--- src/hw/rtl/tlife_pkg.sv ---
// Shared types and constants for the toroidal life block with cell ages.
// Used by the controller, the datapath and the top level; no dependencies.
package tlife_pkg;

	localparam logic [15:0] AGE_MAX    = 16'hFFFF;
	localparam logic [3:0]  NBR_BIRTH  = 4'd3;
	localparam logic [3:0]  NBR_KEEP   = 4'd2;
	localparam logic [3:0]  K_CENTER   = 4'd4;
	localparam logic [3:0]  K_LAST     = 4'd9;

	typedef enum logic [1:0] {
		OP_WRITE   = 2'd0,
		OP_CLEAR   = 2'd1,
		OP_ADVANCE = 2'd2,
		OP_READ    = 2'd3
	} op_t;

	typedef enum logic [1:0] {
		STEP_DEC,
		STEP_HOLD,
		STEP_INC
	} step_t;

	typedef enum logic [2:0] {
		ST_INIT,
		ST_IDLE,
		ST_EXEC,
		ST_RDATA,
		ST_CLR,
		ST_GEN,
		ST_COPY,
		ST_COPY_END
	} state_t;

	// controller to datapath
	typedef struct packed {
		logic load;
		logic wr_cell;
		logic rd_cell;
		logic clr_rst;
		logic clr_step;
		logic gen_rst;
		logic gen_step;
		logic copy_step;
		logic emit;
		logic emit_chk;
		logic emit_rd;
	} cmd_t;

	// datapath to controller
	typedef struct packed {
		op_t  op;
		logic clr_last;
		logic gen_last;
		logic copy_last;
	} stat_t;

	// column offset of neighbor position k (3x3 window, row-major)
	function automatic step_t nbr_dx(input logic [3:0] k);
		case (k)
			4'd0, 4'd3, 4'd6: nbr_dx = STEP_DEC;
			4'd2, 4'd5, 4'd8: nbr_dx = STEP_INC;
			default:          nbr_dx = STEP_HOLD;
		endcase
	endfunction

	// row offset of neighbor position k
	function automatic step_t nbr_dy(input logic [3:0] k);
		case (k)
			4'd0, 4'd1, 4'd2: nbr_dy = STEP_DEC;
			4'd6, 4'd7, 4'd8: nbr_dy = STEP_INC;
			default:          nbr_dy = STEP_HOLD;
		endcase
	endfunction

endpackage

--- src/hw/rtl/tlife_ctrl.sv ---
// Sequencer for the life block: init clear, item execution, clear sweep,
// generation scan and copy-back. Depends on tlife_pkg.
module tlife_ctrl
	import tlife_pkg::*;
(
	input  logic  clk,
	input  logic  arst_n,
	input  logic  start,
	input  stat_t stat,
	output cmd_t  cmd,
	output logic  busy
);

	state_t state_q, state_d;

	// state register
	always_ff @(posedge clk or negedge arst_n) begin
		if (!arst_n) begin
			state_q <= ST_INIT;
		end else begin
			state_q <= state_d;
		end
	end

	// next state
	always_comb begin
		state_d = state_q;
		case (state_q)
			ST_INIT: begin
				if (stat.clr_last) state_d = ST_IDLE;
			end
			ST_IDLE: begin
				if (start) state_d = ST_EXEC;
			end
			ST_EXEC: begin
				case (stat.op)
					OP_WRITE:   state_d = ST_IDLE;
					OP_CLEAR:   state_d = ST_CLR;
					OP_ADVANCE: state_d = ST_GEN;
					OP_READ:    state_d = ST_RDATA;
					default:    state_d = ST_IDLE;
				endcase
			end
			ST_RDATA:    state_d = ST_IDLE;
			ST_CLR: begin
				if (stat.clr_last) state_d = ST_IDLE;
			end
			ST_GEN: begin
				if (stat.gen_last) state_d = ST_COPY;
			end
			ST_COPY: begin
				if (stat.copy_last) state_d = ST_COPY_END;
			end
			ST_COPY_END: state_d = ST_IDLE;
			default:     state_d = ST_IDLE;
		endcase
	end

	// command outputs
	always_comb begin
		cmd = '0;
		case (state_q)
			ST_INIT: cmd.clr_step = 1'b1;
			ST_IDLE: cmd.load = start;
			ST_EXEC: begin
				case (stat.op)
					OP_WRITE: begin
						cmd.wr_cell  = 1'b1;
						cmd.emit     = 1'b1;
						cmd.emit_chk = 1'b1;
					end
					OP_CLEAR:   cmd.clr_rst = 1'b1;
					OP_ADVANCE: cmd.gen_rst = 1'b1;
					OP_READ:    cmd.rd_cell = 1'b1;
					default:    cmd = '0;
				endcase
			end
			ST_RDATA: begin
				cmd.emit     = 1'b1;
				cmd.emit_chk = 1'b1;
				cmd.emit_rd  = 1'b1;
			end
			ST_CLR: begin
				cmd.clr_step = 1'b1;
				cmd.emit     = stat.clr_last;
			end
			ST_GEN:      cmd.gen_step  = 1'b1;
			ST_COPY:     cmd.copy_step = 1'b1;
			ST_COPY_END: cmd.emit      = 1'b1;
			default:     cmd = '0;
		endcase
	end

	assign busy = (state_q != ST_IDLE);

endmodule

--- config.mk ---
export PLATFORM = sky130hd
export DESIGN_NAME = tlife_ctrl
export DESIGN_NICKNAME = d
export VERILOG_FILES = /design/src/hw/rtl/tlife_pkg.sv /design/src/hw/rtl/tlife_ctrl.sv
export SDC_FILE = /design/constraint.sdc
export NUM_CORES = 1
export LEC_CHECK = 0
export BUFFER_PORTS_ARGS = -buffer_cell sky130_fd_sc_hd__buf_2
export CORE_AREA = 2 2 39 41
export CTS_CLUSTER_SIZE = 24
export DETAILED_ROUTE_END_ITERATION = 8
export DIE_AREA = 0 0 41 43
export PLACE_DENSITY = 0.58
export SLEW_MARGIN = 20
export SYNTH_ARGS = -nofsm -noshare
export SYNTH_HDL_FRONTEND = slang
export SYNTH_SLANG_ARGS = --single-unit
--- constraint.sdc ---
create_clock -name clk -period 1.5 [get_ports clk]
set_input_delay 0.075 -clock clk [delete_from_list [all_inputs] [get_ports clk]]
set_output_delay 0.075 -clock clk [all_outputs]
set_load 0.02 [all_outputs]
# Word-level counts from Yosys, hierarchy flattened
# Cells that the tools add are included.
[op_classes] n_addsub=0 mul=0 div=0 order_cmp=0 n_eq_ne=15 n_shift=0 mux=19 bitwise_logic=0 n_reduce_logical=5
[ops] cell="3-bit case mux with 6 select lines" n=1
[ops] cell="3-bit 2-to-1 mux" n=5
[ops] cell="3-bit equality test, second input constant" n=4
[ops] cell="3-bit case mux with 4 select lines" n=1
[ops] cell="1-bit 2-to-1 mux" n=9
[ops] cell="3-bit by 2-bit equality test with 1-bit output, second input constant" n=2
[ops] cell="2-bit != test, second input constant" n=3
[ops] cell="2-bit equality test, second input constant" n=2
[ops] cell="2-bit case mux with 2 select lines" n=1
[ops] cell="4-bit AND reduction" n=1
[ops] cell="2-bit OR reduction" n=2
[ops] cell="3-bit by 1-bit equality test with 1-bit output, second input constant" n=1
[ops] cell="3-bit zero test" n=1
[ops] cell="3-bit by 1-bit != test with 1-bit output, second input constant" n=1
[ops] cell="1-bit case mux with 3 select lines" n=1
[ops] cell="2-bit by 1-bit equality test with 1-bit output, second input constant" n=1
[ops] cell="2-bit zero test" n=1
[ops] cell="2-bit 2-to-1 mux" n=1
[ops] cell="2-bit by 1-bit != test with 1-bit output, second input constant" n=1
[totals] reg_bits=3 latch_bits=0 ramBits=0 mem_bits_ro=0 inputBits=8 output_inout_bits=12 word_cells=40 mem_count=0

# Logic depth before layout (Yosys ltp)
[logic_depth] word_depth=4 ltp_mapped=6 depth_no_buf=6

# Worst setup path after synthesis
# No wires, ideal clock.
[synth_timing] path_kind="reg-to-reg" start="reg state_q[0]" end="reg state_q[0]" arrival_time_ps=1346 required_time_ps=1372 slack_ps=26 path_stages_with_launch=7 path_buffers=0 period_less_slack_ps=1474 path_cell_list="dfrtp_1 > inv_1 > ha_1 > nor2b_2 > o21ai_2 > o211ai_2 > mux2_1"
[synth_between] elab_chain_cells=4 word_cells_on_any_way=16
[synth_rtl] element="start: declaration" line_no="tlife_ctrl.sv:14" rtl="state_t state_q, state_d;"
[synth_rtl] element="start signal: assignment" line_no="tlife_ctrl.sv:21" rtl="state_q <= state_d;"
[synth_rtl] element="3-bit equality test or 3-bit zero test (tied branches)" line_no="tlife_ctrl.sv:28" rtl="case (state_q)"
[synth_rtl] element="2-bit OR reduction (no line)"
[synth_rtl] element="2-bit by 1-bit != test with 1-bit output (no line)"
[synth_rtl] element="4-bit AND reduction (no line)"
# Parallel ways exist; a longest one is shown, timed or not.
# A chain may end at the register's enable or synchronous reset.

# Final worst setup path
[layout_timing] start="reg state_q[1]" end="reg state_q[1]"
# Same word-level chain as after synthesis.

==> metrics.md <==
| Metric | Value |
|---|---|
| Run status | `finished with violations` |
| Failing checks | `negative setup slack` |
| Yosys warns | `0` |
| Setup TNS | `-0.1316 ns` |
| LEAKAGE | `roughly 0.42 nW` |
| Final HPWL DP | `just over 700 um` |
| Final worst slack | `-0.06709 ns` |
| Tcrit/Tclk final | `1.045` |
| CTS tree | `done` |
| Largest net degree at the start of global routing | `11` |
| Clock buffer depth | `2` |
| CP endpoint kind | `flip-flop` |
| Vias per cell | `roughly 4.3` |
| Num CTS Buffers | `3` |
| Max-Cap Viols | `0` |
| Post-synthesis cell type count | `23` |
| Detailed router's first-iteration violation count | `3` |
| Dpl ws | `-0.06723 ns` |
| Worst setup path category | `reg2reg` |
| Initial antenna violation count | `0` |
| Pwr/cell area | `between 2000 and 2500 nW/um2` |
| Worst Hold Class | `in2async` |
| Startpoint Class | `flip-flop` |
| Area occupied by multi-input gates | `~410 um2` |
| Grt ovf | `0` |
| Max-slew violation count | `0` |
| Rel. slew slack | `0.6909` |
| Mapped Nets | `69` |
| Final Instance Area | `787.0 um2` |
| Detailed Routing Iterations Pass 1 | `4` |
| Via count | `about 430` |
| Register area share after synthesis | `0.1690` |
| RSZ-0062 raised after global routing | `true` |
| Total track usage | `0.1219` |
| Post-Syn Area | `between 400 and 500 um2` |
| Die width | `41 um` |
| Worst Skew | `approximately 0.0017 ns` |
| Max FFs per register | `3` |
| Seq pwr share | `0.130` |
| Clk root buf | `clkbuf_4` |
| Post-route minimum period | `~1.6 ns` |
| Switching power | `about 0.7 mW` |
| Synthesized instance count | `51` |
| # rows | `14` |
| Placed Instance Area | `around 600 um2` |
| Vias in the first global route | `377` |
| CP startpoint | `state_q[1]` |
| Area grow syn2layout | `77.18%` |
| Worst path slowest cell | `dfrtp_2` |
| Clock latency on the worst-skew pair | `roughly 0.23 ns` |
| Clock power share | `0.085` |
| Crit path max fanout | `4` |
| Post-layout nets | `~100` |
| Combinational Power Share | `0.784` |
| Core outline area | `1384 um2` |
| R2R setup slack | `-0.07 ns` |
| Mapped Avg Cell Area | `around 8.7 um2` |
| Slew @ Worst Pin | `0.4637 ns` |
| First-pass GRT wire length | `1504 um` |
| Switching share of total power | `0.4265` |
| Setup violators final | `3` |
| Critical Path AT | `1.67 ns` |
| Die area | `about 1800 um2` |
| Crit path required time | `about 1.6 ns` |
| I/O Buffers | `19` |
| Int Power | `~0.94 mW` |
| Fmax | `approximately 640 MHz` |
| VDD IR-drop max | `between 0.8 and 0.9 mV` |
| Initial Util | `0.3210` |
| Clk sinks | `3` |
| Antenna viol nets, final | `0` |
| Wire per inst | `between 10 and 15 um` |
| IO Pins | `20` |
| Worst path max stage delay | `around 0.44 ns` |
| Final wirelength | `about 1000 um` |
| DRC viols | `0` |
| Yosys reg bits | `3` |
| Final hold vios | `0` |
| Largest regs | `state_q x3` |
| Area occupied by registers | `between 70 and 80 um2` |
| Number of diodes | `0` |
| H-tree levels | `1` |
| Die Height | `~43 um` |
| Number of fill cells | `125` |
| Share of cells above drive strength 1 | `0.6548` |
| Biggest register | `state_q` |
| R2r startpoint | `state_q[1]` |
| Clock-pin slew on the worst setup and hold paths | `0.04 ns` |
| CP Cell Sequence | `inv_2 -> buf_4 -> ha_2 -> nor3_2 -> a21oi_1 -> mux2_4` |
| RD Place Congestion | `roughly 0.78` |
synth_stat cells:
cell type	n	area share
buf_6	1	0.025
nand2b_1	2	0.028
nor2b_2	1	0.020
nor3_1	1	0.011
inv_2	1	0.0084
or2_1	1	0.014
nand2b_4	1	0.031
nor2b_4	1	0.031
nand2_1	3	0.025
ha_1	10	0.28
a21boi_0	1	0.017
a31oi_1	1	0.014
nor2b_1	2	0.028
and2_1	4	0.056
mux2_1	2	0.051
nor2_1	2	0.017
a21oi_1	3	0.034
dfrtp_1	3	0.17
o211ai_2	1	0.028
inv_1	7	0.059
o21ai_2	1	0.020
and2_4	1	0.020
o21ai_0	1	0.011
per-layer routing:
metal / routed length (um) / part of all wire / GRT usage
met5: 0 / 0 / 0
met4: 0 / 0 / 0.02000
met3: 76 / 0.075 / 0.03141
met2: 459 / 0.45 / 0.1844
met1: 484 / 0.47 / 0.1721
kinds of logic (layout without fill, tap and decap cells):
kind of cell	count (synthesis)	after routing	synth area share
flops	3	3	0.1690
buf+inv	9	42	0.09296
mux	2	2	0.05070
simple gates	19	19	0.2817
fa+ha+maj	10	10	0.2817
compound gates	8	8	0.1239
cell usage in the layout (no fill, tap or decap):
cell	count
buf_2	13
buf_6	9
buf_4	7
ha_1	6
inv_1	5
and2_4	4
nor2b_4	3
inv_2	3
a21oi_1	3
ha_4	3
clkbuf_4	3
nand2_1	2
nor2_1	2
nand2b_1	2
mux2_4	2
dfrtp_1	2
nand2_2	1
or2_1	1
and2_1	1
nand2b_4	1
a31oi_1	1
a21boi_1	1
o21ai_0	1
nor2b_2	1
o21ai_2	1
o211ai_2	1
nor3_2	1
ha_2	1
clkbuf_1	1
dlygate4sd3_1	1
dfrtp_2	1
repair_timing:
action	in CTS	in global routing
gates resized for setup	19	18
pin swaps	3	9
setup endpoints to repair	8	10
setup buffers	4	1
hold endpoints to repair	3	0
hold buffers	1	0
metrics by stage:
step                      total power [mW]    util  std cells  hold slack, ns
after floorplan                     0.7749       -         51         -0.2206
after global placement               1.036  0.4231         90         -0.1291
after detailed placement             1.046  0.4231         90         -0.1285
after CTS                            1.411  0.5217         99          0.1674
after global routing                 1.788  0.5687        100          0.1617
final                                1.647  0.5687        100          0.1678
layout make-up:
cell class | count | area share
Multi-Input combinational cell | 39 | 0.5151
Timing Repair Buffer | 30 | 0.2909
Sequential cell | 3 | 0.09698
Inverter | 8 | 0.03816
Clock buffer | 4 | 0.03339
Tap cell | 16 | 0.02544
final timing paths:
check,end,cells after the start
max,state_q[1],6
min,state_q[0],2
max reg2reg,state_q[1],6
min reg2reg,state_q[1],1
max in group asynchronous,state_q[1],2
min in group clk,state_q[0],3
power by group through the flow:
stage | clock network [mW] | logic (mW) | registers [mW]
floorplan | 0 | 0.617 | 0.158
global placement | 0 | 0.849 | 0.187
detailed placement | 0 | 0.857 | 0.189
CTS | 0.142 | 1.07 | 0.197
global route | 0.164 | 1.40 | 0.221
finish | 0.141 | 1.29 | 0.215
critical path, delay by kind of cell (launching register included):
kind,cells,cell delay (ns)
multiplexers,1,0.28
AND/OR/NAND/NOR,1,0.18
adder cells (fa/ha/maj),1,0.27
flip-flops,1,0.44
buffers and inverters,2,0.21
AO/OA/AOI/OAI,1,0.08
Power figures use the tool's default switching activity.
